**config.mk**
```make
export PLATFORM = sky130hd
export DESIGN_NAME = bytecode_instruction_deframer
export DESIGN_NICKNAME = d
export VERILOG_FILES = /design/src/rtl/bid_pkg.sv /design/src/rtl/bid_in_reg.sv /design/src/rtl/bid_decoder.sv /design/src/rtl/bid_out_reg.sv /design/src/rtl/bytecode_instruction_deframer.sv
export SDC_FILE = /design/constraint.sdc
export NUM_CORES = 1
export LEC_CHECK = 0
export BUFFER_PORTS_ARGS = -buffer_cell sky130_fd_sc_hd__buf_2
export CAP_MARGIN = 20
export CORE_ASPECT_RATIO = 1.1
export CORE_MARGIN = 2
export CORE_UTILIZATION = 40
export DETAILED_ROUTE_END_ITERATION = 10
export GPL_ROUTABILITY_DRIVEN = 0
export GPL_TIMING_DRIVEN = 0
export SYNTH_ARGS = -nofsm -noshare
export SYNTH_HDL_FRONTEND = slang
export SYNTH_SLANG_ARGS = --single-unit
```
**constraint.sdc**
```tcl
create_clock -name clk_i -period 7.1 [get_ports clk_i]
set_input_delay 0.355 -clock clk_i [delete_from_list [all_inputs] [get_ports clk_i]]
set_output_delay 0.355 -clock clk_i [all_outputs]
set_load 0.03 [all_outputs]
```
**src/rtl/bid_pkg.sv**
```systemverilog
`default_nettype none

package bid_pkg;

  localparam int unsigned BYTE_W  = 8;
  localparam int unsigned KIND_W  = 4;
  localparam int unsigned VTYPE_W = 4;
  localparam int unsigned IMM_W   = 64;
  localparam int unsigned REG_W   = 8;
  localparam int unsigned LEFT_W  = 4;
  localparam int unsigned POS_W   = 3;

  // output tdata: immediate, reg_first, reg_second
  localparam int unsigned OUT_DATA_W = IMM_W + 2 * REG_W;
  // output tuser: kind, value_type
  localparam int unsigned OUT_USER_W = KIND_W + VTYPE_W;

  // result kinds; opcodes 0..9 use the same codes
  typedef enum logic [KIND_W-1:0] {
    KIND_DUMP     = 4'd0,
    KIND_MOV      = 4'd1,
    KIND_POPR     = 4'd2,
    KIND_COPYR    = 4'd3,
    KIND_PUSH     = 4'd4,
    KIND_POP      = 4'd5,
    KIND_GET      = 4'd6,
    KIND_SET      = 4'd7,
    KIND_COPY     = 4'd8,
    KIND_SWAP     = 4'd9,
    KIND_BAD_TYPE = 4'd10
  } kind_e;

  // value type codes
  localparam logic [VTYPE_W-1:0] TYPE_I8  = 4'd4;
  localparam logic [VTYPE_W-1:0] TYPE_I16 = 4'd5;
  localparam logic [VTYPE_W-1:0] TYPE_I32 = 4'd6;
  localparam logic [VTYPE_W-1:0] TYPE_F32 = 4'd8;
  localparam logic [VTYPE_W-1:0] TYPE_F64 = 4'd9;

  typedef struct packed {
    kind_e               kind;
    logic [VTYPE_W-1:0]  value_type;
    logic [IMM_W-1:0]    immediate;
    logic [REG_W-1:0]    reg_first;
    logic [REG_W-1:0]    reg_second;
  } result_t;

  // immediate length in bytes for a valid type code
  function automatic logic [LEFT_W-1:0] imm_length(input logic [VTYPE_W-1:0] t);
    logic [LEFT_W-1:0] len;
    if (t == TYPE_F32) begin
      len = 4'd4;
    end else if (t == TYPE_F64) begin
      len = 4'd8;
    end else begin
      len = LEFT_W'(1) << t[1:0];
    end
    return len;
  endfunction

endpackage

`default_nettype wire

```
**src/rtl/bid_in_reg.sv**
```systemverilog
`default_nettype none

module bid_in_reg (
  input  wire logic                      clk_i,
  input  wire logic                      rst_ni,
  input  wire logic                      valid_i,
  output logic                           ready_o,
  input  wire logic [bid_pkg::BYTE_W-1:0] data_i,
  input  wire logic                      take_i,
  output logic                           valid_o,
  output logic [bid_pkg::BYTE_W-1:0]      data_o
);

  logic                       valid_q;
  logic [bid_pkg::BYTE_W-1:0] data_q;

  // free when empty or when the held byte is consumed this cycle
  assign ready_o = !valid_q || take_i;
  assign valid_o = valid_q;
  assign data_o  = data_q;

  always_ff @(posedge clk_i or negedge rst_ni) begin
    if (!rst_ni) begin
      valid_q <= 1'b0;
    end else if (ready_o) begin
      valid_q <= valid_i;
    end
  end

  always_ff @(posedge clk_i) begin
    if (ready_o && valid_i) begin
      data_q <= data_i;
    end
  end

endmodule

`default_nettype wire

```
**src/rtl/bid_decoder.sv**
```systemverilog
`default_nettype none

module bid_decoder (
  input  wire logic                       clk_i,
  input  wire logic                       rst_ni,
  input  wire logic                       cfg_we_i,
  input  wire logic                       cfg_dump_en_i,
  input  wire logic                       fire_i,
  input  wire logic [bid_pkg::BYTE_W-1:0] byte_i,
  output logic                            emit_o,
  output bid_pkg::result_t                result_o
);

  typedef enum logic [2:0] {
    PH_OPCODE,
    PH_TYPE,
    PH_IMM,
    PH_REG,
    PH_DEAD
  } phase_e;

  phase_e                         phase_q, phase_d;
  bid_pkg::kind_e                 opcode_q, opcode_d;
  logic [bid_pkg::VTYPE_W-1:0]    type_q, type_d;
  logic [bid_pkg::LEFT_W-1:0]     left_q, left_d;
  logic [bid_pkg::IMM_W-1:0]      acc_q, acc_d;
  logic [bid_pkg::REG_W-1:0]      reg1_q, reg1_d;
  logic                           dump_en_q;

  logic [bid_pkg::LEFT_W-1:0]     imm_len;
  logic [bid_pkg::LEFT_W-1:0]     left_dec;
  logic [bid_pkg::POS_W-1:0]      byte_pos;
  logic [bid_pkg::IMM_W-1:0]      acc_merged;
  logic [bid_pkg::IMM_W-1:0]      acc_final;
  logic                           byte_is_op;
  logic                           byte_bad_type;

  assign imm_len       = bid_pkg::imm_length(type_q);
  assign left_dec      = left_q - 1'b1;
  assign byte_pos      = bid_pkg::POS_W'(imm_len - left_q);
  assign acc_merged    = acc_q | (bid_pkg::IMM_W'(byte_i) << {byte_pos, 3'b000});
  assign byte_is_op    = (byte_i[7:4] == 4'd0);
  assign byte_bad_type = (byte_i > {4'd0, bid_pkg::TYPE_F64});

  // sign extension of the short signed types once the value is complete
  always_comb begin
    acc_final = acc_merged;
    if (type_q == bid_pkg::TYPE_I8) begin
      acc_final = {{56{acc_merged[7]}}, acc_merged[7:0]};
    end else if (type_q == bid_pkg::TYPE_I16) begin
      acc_final = {{48{acc_merged[15]}}, acc_merged[15:0]};
    end else if (type_q == bid_pkg::TYPE_I32) begin
      acc_final = {{32{acc_merged[31]}}, acc_merged[31:0]};
    end
  end

  always_comb begin
    phase_d  = phase_q;
    opcode_d = opcode_q;
    type_d   = type_q;
    left_d   = left_q;
    acc_d    = acc_q;
    reg1_d   = reg1_q;
    emit_o   = 1'b0;
    result_o = '0;
    if (fire_i) begin
      case (phase_q)
        PH_OPCODE: begin
          if (byte_is_op) begin
            case (bid_pkg::kind_e'(byte_i[3:0]))
              bid_pkg::KIND_DUMP: begin
                if (dump_en_q) begin
                  emit_o        = 1'b1;
                  result_o.kind = bid_pkg::KIND_DUMP;
                end
              end
              bid_pkg::KIND_MOV, bid_pkg::KIND_PUSH: begin
                opcode_d = bid_pkg::kind_e'(byte_i[3:0]);
                phase_d  = PH_TYPE;
              end
              bid_pkg::KIND_POPR: begin
                opcode_d = bid_pkg::KIND_POPR;
                left_d   = 4'd1;
                phase_d  = PH_REG;
              end
              bid_pkg::KIND_COPYR, bid_pkg::KIND_GET, bid_pkg::KIND_SET: begin
                opcode_d = bid_pkg::kind_e'(byte_i[3:0]);
                left_d   = 4'd2;
                phase_d  = PH_REG;
              end
              bid_pkg::KIND_POP, bid_pkg::KIND_COPY, bid_pkg::KIND_SWAP: begin
                emit_o        = 1'b1;
                result_o.kind = bid_pkg::kind_e'(byte_i[3:0]);
              end
              default: begin
                // unknown opcode, skipped
              end
            endcase
          end
        end
        PH_TYPE: begin
          if (byte_bad_type) begin
            phase_d            = PH_DEAD;
            emit_o             = 1'b1;
            result_o.kind      = bid_pkg::KIND_BAD_TYPE;
            result_o.immediate = bid_pkg::IMM_W'(byte_i);
          end else begin
            type_d  = byte_i[3:0];
            left_d  = bid_pkg::imm_length(byte_i[3:0]);
            acc_d   = '0;
            phase_d = PH_IMM;
          end
        end
        PH_IMM: begin
          left_d = left_dec;
          if (left_dec != '0) begin
            acc_d = acc_merged;
          end else begin
            acc_d = acc_final;
            if (opcode_q == bid_pkg::KIND_MOV) begin
              left_d  = 4'd1;
              phase_d = PH_REG;
            end else begin
              phase_d             = PH_OPCODE;
              emit_o              = 1'b1;
              result_o.kind       = bid_pkg::KIND_PUSH;
              result_o.value_type = type_q;
              result_o.immediate  = acc_final;
            end
          end
        end
        PH_REG: begin
          if (left_q == 4'd2) begin
            reg1_d = byte_i;
            left_d = 4'd1;
          end else begin
            left_d  = '0;
            phase_d = PH_OPCODE;
            emit_o  = 1'b1;
            if (opcode_q == bid_pkg::KIND_MOV) begin
              result_o.kind       = bid_pkg::KIND_MOV;
              result_o.value_type = type_q;
              result_o.immediate  = acc_q;
              result_o.reg_first  = byte_i;
            end else if (opcode_q == bid_pkg::KIND_POPR) begin
              result_o.kind      = bid_pkg::KIND_POPR;
              result_o.reg_first = byte_i;
            end else begin
              result_o.kind       = opcode_q;
              result_o.reg_first  = reg1_q;
              result_o.reg_second = byte_i;
            end
          end
        end
        default: begin
          // dead after a bad type: discard everything
        end
      endcase
    end
  end

  always_ff @(posedge clk_i or negedge rst_ni) begin
    if (!rst_ni) begin
      phase_q   <= PH_OPCODE;
      opcode_q  <= bid_pkg::KIND_DUMP;
      type_q    <= '0;
      left_q    <= '0;
      acc_q     <= '0;
      reg1_q    <= '0;
      dump_en_q <= 1'b0;
    end else begin
      phase_q  <= phase_d;
      opcode_q <= opcode_d;
      type_q   <= type_d;
      left_q   <= left_d;
      acc_q    <= acc_d;
      reg1_q   <= reg1_d;
      if (cfg_we_i) begin
        dump_en_q <= cfg_dump_en_i;
      end
    end
  end

endmodule

`default_nettype wire

```
**src/rtl/bid_out_reg.sv**
```systemverilog
`default_nettype none

module bid_out_reg (
  input  wire logic                          clk_i,
  input  wire logic                          rst_ni,
  input  wire logic                          fire_i,
  input  wire logic                          emit_i,
  input  wire bid_pkg::result_t              result_i,
  output logic                               take_o,
  output logic                               valid_o,
  input  wire logic                          ready_i,
  output logic [bid_pkg::OUT_DATA_W-1:0]     data_o,
  output logic [bid_pkg::OUT_USER_W-1:0]     user_o
);

  logic             valid_q;
  bid_pkg::result_t result_q;

  // a new result may land when empty or when the held one leaves now
  assign take_o  = !valid_q || ready_i;
  assign valid_o = valid_q;
  assign data_o  = {result_q.reg_second, result_q.reg_first, result_q.immediate};
  assign user_o  = {result_q.value_type, result_q.kind};

  always_ff @(posedge clk_i or negedge rst_ni) begin
    if (!rst_ni) begin
      valid_q <= 1'b0;
    end else if (take_o) begin
      valid_q <= fire_i && emit_i;
    end
  end

  always_ff @(posedge clk_i) begin
    if (fire_i && emit_i) begin
      result_q <= result_i;
    end
  end

endmodule

`default_nettype wire

```
**src/rtl/bytecode_instruction_deframer.sv**
```systemverilog
// channel   dir  width  fields (lsb first)
// s_axis    in   8      tdata: data_byte
// m_axis    out  80/8   tdata: immediate, reg_first, reg_second; tuser: kind, value_type
// cfg       in   1      data: dump_enable
//
// one byte per cycle sustained while m_axis is not stalled; a result shows on m_axis once its
// last byte has passed the input register and then the result register around the decoder
// rst_ni clears the decode phase, held opcode/type, accumulator and dump_enable
// a stalled m_axis holds its word; s_axis keeps taking bytes while the input register
// is empty or the result register is empty or drains in the same cycle
`default_nettype none

module bytecode_instruction_deframer (
  input  wire logic                               clk_i,
  input  wire logic                               rst_ni,
  // byte stream in
  input  wire logic                               s_axis_tvalid,
  output logic                                    s_axis_tready,
  input  wire logic [bid_pkg::BYTE_W-1:0]         s_axis_tdata,   // [7:0] data_byte
  // decoded instructions out
  output logic                                    m_axis_tvalid,
  input  wire logic                               m_axis_tready,
  // [63:0] immediate, [71:64] reg_first, [79:72] reg_second
  output logic [bid_pkg::OUT_DATA_W-1:0]          m_axis_tdata,
  // [3:0] kind, [7:4] value_type
  output logic [bid_pkg::OUT_USER_W-1:0]          m_axis_tuser,
  // dump_enable write
  input  wire logic                               cfg_valid_i,
  output logic                                    cfg_ready_o,
  input  wire logic                               cfg_data_i
);

  logic                       byte_valid;
  logic [bid_pkg::BYTE_W-1:0] byte_data;
  logic                       out_take;
  logic                       fire;
  logic                       emit;
  bid_pkg::result_t           result;

  // the register write is always taken
  assign cfg_ready_o = 1'b1;

  // decoder steps whenever a byte is held and the result register can take a word
  assign fire = byte_valid && out_take;

  // input register
  bid_in_reg u_in_reg (
    .clk_i   (clk_i),
    .rst_ni  (rst_ni),
    .valid_i (s_axis_tvalid),
    .ready_o (s_axis_tready),
    .data_i  (s_axis_tdata),
    .take_i  (fire),
    .valid_o (byte_valid),
    .data_o  (byte_data)
  );

  // phase tracking, operand assembly and result formation
  bid_decoder u_decoder (
    .clk_i         (clk_i),
    .rst_ni        (rst_ni),
    .cfg_we_i      (cfg_valid_i && cfg_ready_o),
    .cfg_dump_en_i (cfg_data_i),
    .fire_i        (fire),
    .byte_i        (byte_data),
    .emit_o        (emit),
    .result_o      (result)
  );

  // result register
  bid_out_reg u_out_reg (
    .clk_i    (clk_i),
    .rst_ni   (rst_ni),
    .fire_i   (fire),
    .emit_i   (emit),
    .result_i (result),
    .take_o   (out_take),
    .valid_o  (m_axis_tvalid),
    .ready_i  (m_axis_tready),
    .data_o   (m_axis_tdata),
    .user_o   (m_axis_tuser)
  );

endmodule

`default_nettype wire

```
==> impl_metrics.py <==
metrics = {
    "cts": {
        "numCtsBuffers": 17,
        "clk_latency_ns": 0.44,
        "post-cts-setup-buffer-count": 0,
        "cts_tree": "built",
        "cts.sinks": 186,
        "htreeDepth": 4,
        "clk_pin_slew_worst_paths_ns": 0.07,
        "cts_resized": 0,
        "root_buffer": "clkbuf_16",
        "ctsHoldBuffers": 1,
        "clock_path_buffers": 2,
    },
    "timing": {
        "finalWorstPathRequiredPeriod_ns": 4.18,
        "worst_pin_slew_ns": 0.993,
        "slew_headroom_pct": 32.9,
        "rsz0062_at_grt": "no",
        "fin_hold_ws_ns": 0.0904,
        "hold_viol_final": 0,
        "fmax_mhz": 240,
        "setup_violations": 0,
        "fin_skew_ns": 0.0102,
        "finalCritPeriodShare_pct": 58.8,
        "slew_violations": 0,
    },
    "synthesis": {
        "synth_top_family_by_area": "compound AO/OA/AOI/OAI gates",
        "syn-cell-area_mm2": 0.00957,
        "synth_xor_area_share_pct": 0.732,
        "ys.flop_type": "edfxtp_1",
        "synth-edff-count": 96,
        "yosysSeqAreaShare_pct": 53.6,
        "syn_nets": 978,
        "synth_adder_area_share_pct": 0.836,
        "synth.distinct_cells": 71,
        "netlist_instances": 959,
        "synth-simple-area-share_pct": 13.7,
        "synth-async-reset-ratio_pct": 48.4,
        "synth-compound-area-share_pct": 24.3,
        "ys_ff_latch": 186,
        "yosysWarnings": 0,
        "synth_area_per_cell_um2": 9.98,
        "synth_mux_area_share_pct": 1.92,
    },
    "critical_path": {
        "max_stage_delay_ns": 0.54,
        "worst-path-max-fanout": 10,
        "cpLargestDelayFamily": "simple AND/OR/NAND/NOR gates",
        "r2r_start": "u_decoder.type_q[1]",
        "cp-startpoint": "u_decoder.type_q[1]",
        "ff2ff_setup_slack_ns": 2.92,
        "start_kind": "register",
        "required_ns": 7.34,
        "crit_cells": 13,
        "cp-endpoint": "u_out_reg.data_o[61]",
        "endpoint_kind": "register",
        "crit_arrival_ns": 4.42,
        "crit_slowest_cell": "nor3b_1",
        "r2r_cells": 13,
        "r2r_end": "u_out_reg.data_o[61]",
        "path_cells": "clkbuf_1 -> nor2_1 -> nand2_1 -> ha_1 -> fa_1 -> clkbuf_1 -> nor3b_1 -> a2111oi_0 -> or2_2 -> a211oi_2 -> nor2_1 -> clkbuf_2 -> o21ai_1",
        "crit_buf_inv": 3,
        "path_class": "reg2reg",
    },
    "finish": {
        "most-common-layout-cells": "o21ai_0, buf_2, nand2_1, edfxtp_1, dfrtp_1",
        "layout-drive-gt1-share_pct": 17.1,
        "final_common_cell": "o21ai_0",
        "antenna_cells": 0,
        "fillers": 2266,
        "design_area_mm2": 0.0112,
        "area_growth_pct": 16.6,
        "nNetsFinal": 1105,
    },
    "status": {
        "status": "finished clean",
    },
    "global_route": {
        "track_usage_pct": 23.6,
        "first_global_vias": 7973,
        "grt_first_pass_wirelength_um": 45400,
        "overflow": 0,
        "grt_max_degree": 53,
        "antenna_found_initial": 0,
    },
    "drt": {
        "wirelength_um": 29300,
        "wl_per_cell_um": 20.9,
        "drt_iter0_drc": 895,
        "vias": 8430,
        "viasPerCell": 6.00,
        "antenna_left": 0,
        "firstDrtPassIters": 7,
        "drc": 0,
    },
    "place": {
        "port_buffers": 103,
        "hpwlAfterDp_um": 20600,
        "dpl-instance-area_mm2": 0.0106,
    },
    "die": {
        "rows": 59,
        "die_h_um": 166,
        "io_pins": 105,
        "die_w_um": 152,
        "die_area_mm2": 0.0252,
        "core-area_mm2": 0.0236,
        "start_util_pct": 40.5,
    },
    "power": {
        "vdd_drop_max_uv": 158,
        "p_per_area_mw_per_mm2": 346,
        "p_leak_nw": 4.35,
    },
    "job": {
        "maxCapViolations": 0,
    },
    "min_path": {
        "hold_start": "s_axis_tdata[7]",
        "hold_path.class": "in2reg",
    },
}
sequential cells by signal (all words and copies together), names as in the netlist:
register / count
u_decoder.acc_q: 64
u_out_reg.user_o: 8
u_decoder.opcode_q: 4
u_decoder.type_q: 4
u_decoder.reg1_q: 8
u_decoder.dump_en_q: 1
u_out_reg.data_o: 80
u_decoder.phase_q: 3
u_in_reg.data_o: 8
u_decoder.left_q: 4
u_in_reg.valid_o: 1
u_out_reg.valid_o: 1
worst min path at each step:
stage | to | slack, ns | cells after the start
5_1_grt | u_in_reg.data_o[7] | 0.07 | 1
2_1_floorplan | u_decoder.acc_q[0] | 0.06 | 0
3_3_place_gp | u_decoder.reg1_q[0] | 0.46 | 2
4_1_cts | u_in_reg.data_o[7] | 0.08 | 1
3_5_place_dp | u_decoder.acc_q[37] | 0.41 | 1
6_report | u_in_reg.data_o[7] | 0.09 | 1
cell families (layout without fill, tap and decap cells):
kind of cell,Yosys count,in the layout
mux,17,17
simple gates,274,274
buf+inv,105,245
compound gates,362,362
fa+ha+maj,6,6
other cells,1,1
xor+xnor,8,8
flops,186,186
metal layers:
layer  wire, µm  vias to the layer above  track usage, %
met3       2020                       66            3.82
li1           -                     3832               -
met2      14000                      407            36.9
met1      12200                     4125            32.4
met5          0                        -               0
met4       1080                        0            10.3
Yosys cell counts, types with 13 or more instances:
cell type	n	share of area, %
a21oi_1	77	4.0
a221o_1	21	2.2
a22o_1	17	1.6
a32oi_1	22	2.0
and2_1	13	0.85
buf_2	19	0.99
clkbuf_1	59	2.3
dfrtp_1	90	24
edfxtp_1	96	30
nand2_1	99	3.9
nand3_1	38	2.0
nor2_1	57	2.2
nor3_1	18	0.94
o21ai_0	149	7.8
o31ai_1	15	1.2
per-stage QoR:
stage	std cells	worst slack, ns	total power (W)	util (%)	TNS [ns]
after CTS	1404	3.04	0.00383	47.2	0
final	1404	2.92	0.00386	47.2	0
after floorplan	959	0.632	0.00245	-	0
after detailed placement	1371	3.06	0.00287	44.8	0
after global routing	1404	2.62	0.00405	47.2	0
after global placement	1367	-1.68	0.00286	44.3	-142.28
where the power goes:
| part | internal, W | switching [W] | total [W] | leakage [nW] |
|---|---|---|---|---|
| registers | 0.00132 | 0.000140 | 0.00146 | 2.15 |
| clock network | 0.000524 | 0.000431 | 0.000955 | 0.277 |
| logic | 0.000448 | 0.000997 | 0.00145 | 1.92 |
final cells by class:
type	count	area (µm²)	area share, %
Clock buffer	20	437	3.91
Sequential cell	186	5130	46.0
Buffer	95	429	3.85
Tap cell	305	382	3.42
Clock inverter	12	140	1.26
Multi-Input combinational cell	668	3980	35.7
Timing Repair Buffer	108	616	5.52
Inverter	10	37.5	0.336
Note: power is estimated with default switching activity, not from simulation.
